--- src/hw/rtl/qte_pkg.sv ---
// Package: shared widths, constants, arctangent table for quaternion to Euler core
package qte_pkg;

  localparam int unsigned CORDIC_STEPS = 16;
  localparam int unsigned ATAN_TAB_LEN = 24;
  localparam int unsigned N_STEPS = (CORDIC_STEPS < ATAN_TAB_LEN) ? CORDIC_STEPS : ATAN_TAB_LEN;
  localparam int unsigned SQRT_BITS = 31;  // result bits of the square root
  localparam int unsigned SQRT_W = 62;     // radicand width (2^61 max)

  // Datapath widths: CORDIC x/y grow by about 1.65x, keep 36 bits.
  localparam int unsigned XY_W = 36;
  localparam int unsigned Z_W = 34;

  typedef logic signed [15:0] q15_t;
  typedef logic signed [XY_W-1:0] xy_t;
  typedef logic signed [Z_W-1:0] ang_t;

  localparam ang_t PI_ANG = ang_t'(64'sh80000000);
  localparam ang_t HALF_PI_ANG = ang_t'(64'sh40000000);
  localparam xy_t ONE_Q30 = xy_t'(64'sh40000000);

  function automatic ang_t atan_tab(input int unsigned i);
    ang_t r;
    case (i)
      0: r = ang_t'(32'h20000000);
      1: r = ang_t'(32'h12E4051E);
      2: r = ang_t'(32'h09FB385B);
      3: r = ang_t'(32'h051111D4);
      4: r = ang_t'(32'h028B0D43);
      5: r = ang_t'(32'h0145D7E1);
      6: r = ang_t'(32'h00A2F61E);
      7: r = ang_t'(32'h00517C55);
      8: r = ang_t'(32'h0028BE53);
      9: r = ang_t'(32'h00145F2F);
      10: r = ang_t'(32'h000A2F98);
      11: r = ang_t'(32'h000517CC);
      12: r = ang_t'(32'h00028BE6);
      13: r = ang_t'(32'h000145F3);
      14: r = ang_t'(32'h0000A2FA);
      15: r = ang_t'(32'h0000517D);
      16: r = ang_t'(32'h000028BE);
      17: r = ang_t'(32'h0000145F);
      18: r = ang_t'(32'h00000A30);
      19: r = ang_t'(32'h00000518);
      20: r = ang_t'(32'h0000028C);
      21: r = ang_t'(32'h00000146);
      22: r = ang_t'(32'h000000A3);
      23: r = ang_t'(32'h00000051);
      default: r = '0;
    endcase
    return r;
  endfunction

  // Round half up from pi/2^31 units to pi/2^15 units
  function automatic logic signed [Z_W-16:0] round_ang(input ang_t a);
    ang_t s;
    s = a + ang_t'(32'h8000);
    return $signed(s[Z_W-1:15]) >>> 1;
  endfunction

endpackage

--- src/hw/rtl/qte_sqrt.sv ---
// Pipelined restoring integer square root, one result bit per step, a register after every fourth step
module qte_sqrt import qte_pkg::*; (
  input  logic clk,
  input  logic en,
  input  logic [SQRT_W-1:0] rad,
  output logic [SQRT_BITS-1:0] root
);
  logic [SQRT_W:0] rem [SQRT_BITS+1];
  logic [SQRT_BITS-1:0] q [SQRT_BITS+1];

  assign rem[0] = {1'b0, rad};
  assign q[0] = '0;

  for (genvar i = 0; i < SQRT_BITS; i++) begin : g_st
    localparam int unsigned B = SQRT_BITS - 1 - i;
    logic [SQRT_W:0] trial;
    logic [SQRT_W:0] rem_n;
    logic [SQRT_BITS-1:0] q_n;
    always_comb begin
      trial = ((SQRT_W+1)'(q[i]) << (B + 1)) | ((SQRT_W+1)'(1) << (2 * B));
      if (rem[i] >= trial) begin
        rem_n = rem[i] - trial;
        q_n = q[i] | (SQRT_BITS'(1) << B);
      end else begin
        rem_n = rem[i];
        q_n = q[i];
      end
    end
    if (i % 4 == 3) begin : g_reg
      logic [SQRT_W:0] rr;
      logic [SQRT_BITS-1:0] qr;
      always_ff @(posedge clk) if (en) begin
        rr <= rem_n;
        qr <= q_n;
      end
      assign rem[i+1] = rr;
      assign q[i+1] = qr;
    end else begin : g_cmb
      assign rem[i+1] = rem_n;
      assign q[i+1] = q_n;
    end
  end
  assign root = q[SQRT_BITS];
endmodule

--- config.mk ---
export PLATFORM = sky130hd
export DESIGN_NAME = qte_sqrt
export DESIGN_NICKNAME = d
export VERILOG_FILES = /design/src/hw/rtl/qte_pkg.sv /design/src/hw/rtl/qte_sqrt.sv
export SDC_FILE = /design/constraint.sdc
export NUM_CORES = 2
export LEC_CHECK = 0
export BUFFER_PORTS_ARGS = -buffer_cell sky130_fd_sc_hd__clkbuf_2
export CORE_AREA = 3 3 377 379
export CTS_CLUSTER_SIZE = 28
export DETAILED_ROUTE_END_ITERATION = 16
export DIE_AREA = 0 0 380 382
export PLACE_DENSITY = 0.63
export SYNTH_ARGS = -nofsm -noshare
export SYNTH_HDL_FRONTEND = slang
export SYNTH_SLANG_ARGS = --single-unit
export TNS_END_PERCENT = 30
--- constraint.sdc ---
create_clock -name clk -period 24.8 [get_ports clk]
set_input_delay 4.96 -clock clk [delete_from_list [all_inputs] [get_ports clk]]
set_output_delay 4.96 -clock clk [all_outputs]
set_load 0.02 [all_outputs]
# Word level (Yosys, flattened, before mapping)
# Index checks and enable logic that the tools add are counted.
[totals]
input_bits = 64
ramBits = 0
memories = 0
latch_bits = 0
regBits = 658
rom_bits = 0
[op_classes]
n_addsub = 30
n_mux = 54
multipliers = 0
eq_ne = 0
div_mod_pow = 0
order_cmp = 31
n_reduce_logical = 0
shift = 0
n_bitwise = 0
[ops]
columns = ["cell", "count"]
rows = [
  ["two-way mux 63 bit", 30],
  ["greater-or-equal comparator 63 x 32 -> 1 bit", 1],
  ["greater-or-equal comparator 63 x 33 -> 1 bit", 1],
  ["greater-or-equal comparator 63 x 34 -> 1 bit", 1],
  ["greater-or-equal comparator 63 x 35 -> 1 bit", 1],
  ["greater-or-equal comparator 63 x 36 -> 1 bit", 1],
  ["greater-or-equal comparator 63 x 37 -> 1 bit", 1],
  ["greater-or-equal comparator 63 x 38 -> 1 bit", 1],
  ["greater-or-equal comparator 63 x 39 -> 1 bit", 1],
  ["greater-or-equal comparator 63 x 40 -> 1 bit", 1],
  ["greater-or-equal comparator 63 x 41 -> 1 bit", 1],
  ["greater-or-equal comparator 63 x 42 -> 1 bit", 1],
  ["greater-or-equal comparator 63 x 43 -> 1 bit", 1],
  ["greater-or-equal comparator 63 x 44 -> 1 bit", 1],
  ["greater-or-equal comparator 63 x 45 -> 1 bit", 1],
  ["greater-or-equal comparator 63 x 46 -> 1 bit", 1],
  ["greater-or-equal comparator 63 x 47 -> 1 bit", 1],
  ["greater-or-equal comparator 63 x 48 -> 1 bit", 1],
  ["greater-or-equal comparator 63 x 49 -> 1 bit", 1],
  ["greater-or-equal comparator 63 x 50 -> 1 bit", 1],
  ["greater-or-equal comparator 63 x 51 -> 1 bit", 1],
  ["greater-or-equal comparator 63 x 52 -> 1 bit", 1],
  ["greater-or-equal comparator 63 x 53 -> 1 bit", 1],
  ["greater-or-equal comparator 63 x 54 -> 1 bit", 1],
  ["62 further kinds", 62],
]

# Longest topological paths before layout
[depth]
depth_word = 8
mapped_depth = 71
depth_no_buf = 57

# Worst setup path before layout
# No wires, ideal clock.
[synth_path]
path_type = "reg2out"
start = "register g_st[27].g_reg.rr[48]"
end = "output root[0]"
t_arrival_ns = 10.215
n_path_buf = 7
required_time_ns = 19.840
stages_incl_launch_ff = 52
slack_ns = 9.625
path_cell_list = "edfxtp_1 > clkbuf_1 > or3_1 > or3_1 > or3_1 > or3_1 > nor4b_1 > o21a_1 > clkbuf_1 > nand2_1 > clkbuf_1 > clkbuf_1 > nor2_1 > a21oi_1 > ha_1 > a21o_1 > a21o_1 > a21oi_1 > [... 16 more ...] > nor2b_1 > o21ai_0 > nand2b_1 > a21oi_1 > nor2b_1 > o21ai_0 > nand2b_1 > a21oi_1 > nor3_1 > a2111oi_0 > nand2_1 > a211oi_1 > nand4b_1 > nor3_1 > nand4_1 > nor4_1 > nand4_1 > or4_1"
[synth_between]
elab_chain_cells = 6
word_cells_on_any_way = 10
cone_classes = "add/sub: 2; order compare: 3; mux: 5"
[synth_rtl]
columns = ["element", "line_no", "rtl"]
rows = [
  ["from (decl)", "qte_sqrt.sv:30", "logic [SQRT_W:0] rr;"],
  ["from (signal assigned)", "qte_sqrt.sv:33", "rr <= rem_n;"],
  ["subtractor 63 x 34 -> 63 bit / greater-or-equal comparator 63 x 34 -> 1 bit (equally long branches)", "qte_sqrt.sv:22, qte_sqrt.sv:21", ""],
  ["two-way mux 63 bit / two-way mux 3 bit (equally long branches)", "qte_sqrt.sv:21", "if (rem[i] >= trial) begin"],
  ["subtractor 63 x 33 -> 63 bit / greater-or-equal comparator 63 x 33 -> 1 bit (equally long branches)", "qte_sqrt.sv:22, qte_sqrt.sv:21", ""],
  ["two-way mux 63 bit / two-way mux 2 bit (equally long branches)", "qte_sqrt.sv:21", ""],
  ["greater-or-equal comparator 63 x 32 -> 1 bit (*)", "qte_sqrt.sv:21", ""],
  ["two-way mux 1 bit (*)", "qte_sqrt.sv:21", ""],
  ["to (decl)", "qte_sqrt.sv:6", "output logic [SQRT_BITS-1:0] root"],
]
# Every way passes the cells marked *; elsewhere a longest branch is shown, timed or not.

# Worst setup path after layout
[layout_path]
start = "register g_st[27].g_reg.rr[6]"
end = "output root[0]"
# The elaborated chain is that of the path after synthesis.

==> impl_results.md <==
* Outcome: finished clean
* Clock Path Buffers at 3
* Gate power share at 0.763
* Largest cells by area after synthesis: edfxtp_1, ha_1, xnor2_1, a21oi_1, nor2_1
* Worst-path fanout max at 59
* Clk_skew at 37.97 ps
* Share of layout cells above drive strength 1 at 0.06178
* Slew headroom at 0.1537
* CTS Hold Bufs at 0
* Yosys top cell area share at 0.2659
* # setup viols final at 0
* Total CTS buffers at 69
* Minimum clock period at 18700 ps
* Initial core utilization at 0.4486
* Initial DRC Count at 5485
* Post-synthesis cell count at 7635
* PwrDens at 170.7 nW/µm²
* Reg2reg path depth at 48
* Register area at 16610 µm²
* Leakage Power at 26.43 nW
* Nets at 8207
* Routed WL per cell at 24.19 µm
* Worst setup path category: reg -> out
* DR pass1 iterations at 6
* Global-route wire length before repair at 347600 µm
* Total track usage at 0.3057
* Pint at 5.301 mW
* Crit path required time at 19840 ps
* Area growth syn-to-layout at 7.167%
* Clock slew at reported path FFs at 60 ps
* Power, Total at 11.42 mW
* Slew @ Worst Pin at 1238 ps
* Synthesis warning total at 0
* Final period utilization at 0.7542
* NetSw at 6.124 mW
* Fillers at 13580
* RSZ-0062 raised after global routing: false
* CP startpoint kind: flop
* Post-Syn Area at 62440 µm²
* Critical path's largest stage delay at 1050 ps
* Routed vias at 60190
* Setup_tns at 0 ps
* Slew Viols, Final at 0
* Max Clk Rate at 53.46 MHz
* CTS tree: yes
* Hold Crit Class: reg -> reg
* Drt via density at 6.310
* EDFF count, synth at 553
* Final WL at 230700 µm
* Final ANT Viol Nets at 0
* Most frequent cells after synthesis: nor2_1, a21oi_1, nand2_1
* IO Count at 95
* Largest net degree at the start of global routing at 90
* Critical-path top delay cell: a2111oi_0
* Post-synth top area cell: edfxtp_1
* Clk Latency, worst-skew pair at 700 ps
* Rows at 137
* Sw frac at 0.5360
* Mean Syn Cell Area at 8.179 µm²
* Multi-input gate area at 43580 µm²
* Sequential share of power at 0.148
* WHS Path Cells at 0
* H-tree lvl count at 3
* Clock net sink count at 553
* Gr ovfl total at 0
* Layout Cells excl Fill at 9539
* Top-count cell post-synth: nor2_1
* # port buffers at 94
* Post-DP HPWL at 190100 µm
* #FFs+latches synth at 553
* Post-CTS sizing at 0
* Cell variety after synth at 128
* Residual DRC at 0
* Critical path arrival at 13740 ps
* Total of max-cap violations at 0
* VDD IR max at 151.0 µV
* Clock share of power at 0.089
* Syn Nets at 8238
* Post-synth ARST share at 0
* Die Height at 382 µm
* CORE AREA at 139200 µm²
* Main flop type after synthesis: edfxtp_1
* Vias in the first global route at 56840
* Chip Width at 380 µm
* Inst Count DP at 9409
* Initial antenna violation count at 10
* CP Capture Type: primary output
* Root Driver: clkbuf_16
* Final count of hold timing violations at 0
* Post-synthesis sequential area ratio at 0.2659
* Post-CTS setup buffer count at 0
* Die Area at 145200 µm²
* Final GP Congestion at 1.069
==> cell type report <==
class | instances | area share
Tap cell | 1876 | 0.03508
Clock inverter | 43 | 0.007273
Antenna cell | 7 | 0.0002618
Sequential cell | 553 | 0.2481
Multi-Input combinational cell | 6501 | 0.6512
Clock buffer | 80 | 0.02674
Inverter | 341 | 0.01916
Timing Repair Buffer | 138 | 0.01212
==> logic make-up (layout without fill, tap and decap cells) <==
group,count (synthesis),after routing,share of synthesized area
buffers and inverters,581,602,0.03683
adder cells (fa/ha/maj),539,539,0.1080
flip-flops,553,553,0.2659
other,0,7,0
AO/OA/AOI/OAI,2155,2155,0.2226
XOR/XNOR,777,777,0.1090
AND/OR/NAND/NOR,2931,2931,0.2405
multiplexers,99,99,0.01715
==> power groups by stage <==
stage / sequential (mW) / combinational (mW) / clock (mW)
floorplan: 1.58 / 6.39 / 0
global placement: 1.70 / 8.46 / 0
detailed placement: 1.70 / 8.47 / 0
CTS: 1.68 / 8.52 / 1.04
global route: 1.71 / 9.49 / 1.08
finish: 1.69 / 8.72 / 1.02
==> worst paths after layout <==
path | from | to | slack [ps]
hold / removal | g_st[23].g_reg.qr[12]$_DFFE_PP_ | g_st[27].g_reg.qr[12]$_DFFE_PP_ | 440
hold reg to reg | g_st[23].g_reg.qr[12]$_DFFE_PP_ | g_st[27].g_reg.qr[12]$_DFFE_PP_ | 440
setup / recovery | g_st[27].g_reg.rr[6]$_DFFE_PP_ | root[0] | 6100
setup reg to reg | g_st[19].g_reg.qr[17]$_DFFE_PP_ | g_st[23].g_reg.rr[27]$_DFFE_PP_ | 7760
==> per-stage QoR <==
step	worst slack [ps]	hold slack, ps	utilization	instance area (µm²)
after floorplan	9625	416.9	-	62440
after global placement	7219	421.7	0.4643	64630
after detailed placement	7123	428.1	0.4643	64630
after CTS	6318	444.3	0.4807	66900
after global routing	4899	456.9	0.4807	66910
final	6096	442.3	0.4808	66920
==> flip-flops by register name, summed over array words and instances, names as in the netlist <==
name and count:
g_st.g_reg.qr 112, g_st.g_reg.rr 441
==> worst max-delay path: cells and delay by family, from the launching register on <==
family | cells | cell delay, ps
muxes | 1 | 370
DFF | 1 | 450
and+or+nand+nor | 18 | 2980
adders and majority gates | 3 | 1020
AOI/OAI and AO/OA | 24 | 6710
buffers and inverters | 4 | 1420
==> layer usage <==
metal | vias up | wire (µm) | global-route usage
met2 | 2490 | 107800 | 0.5183
met4 | 6 | 15640 | 0.1762
li1 | 28450 | - | -
met3 | 637 | 14370 | 0.04553
met1 | 28610 | 92830 | 0.3700
met5 | - | 47 | 0
==> cells in the final DEF, fill, tap and decap left out, drive strengths merged, types with 32 or more instances in the layout <==
| master | netlist | routed |
|---|---|---|
| nor2 | 750 | 750 |
| a21oi | 691 | 691 |
| nand2 | 677 | 677 |
| edfxtp | 553 | 553 |
| ha | 539 | 539 |
| xnor2 | 523 | 523 |
| o21ai | 414 | 414 |
| inv | 339 | 346 |
| a21o | 274 | 274 |
| xor2 | 254 | 254 |
| nand3 | 229 | 229 |
| nor3 | 220 | 220 |
| clkbuf | 164 | 173 |
| nand4 | 164 | 164 |
| nor4 | 164 | 164 |
| nand2b | 100 | 100 |
| or3 | 94 | 94 |
| a31oi | 91 | 91 |
| and3 | 88 | 88 |
| o21a | 84 | 84 |
| nor2b | 79 | 79 |
| o21bai | 76 | 76 |
| o31ai | 68 | 68 |
| a211oi | 66 | 66 |
| and2 | 64 | 64 |
| mux2 | 64 | 64 |
| or4 | 58 | 58 |
| o211ai | 57 | 57 |
| or2 | 57 | 57 |
| buf | 76 | 45 |
| and4 | 39 | 39 |
| mux2i | 35 | 35 |
| clkinv | 2 | 32 |
Note: power is estimated with default switching activity, not from simulation.
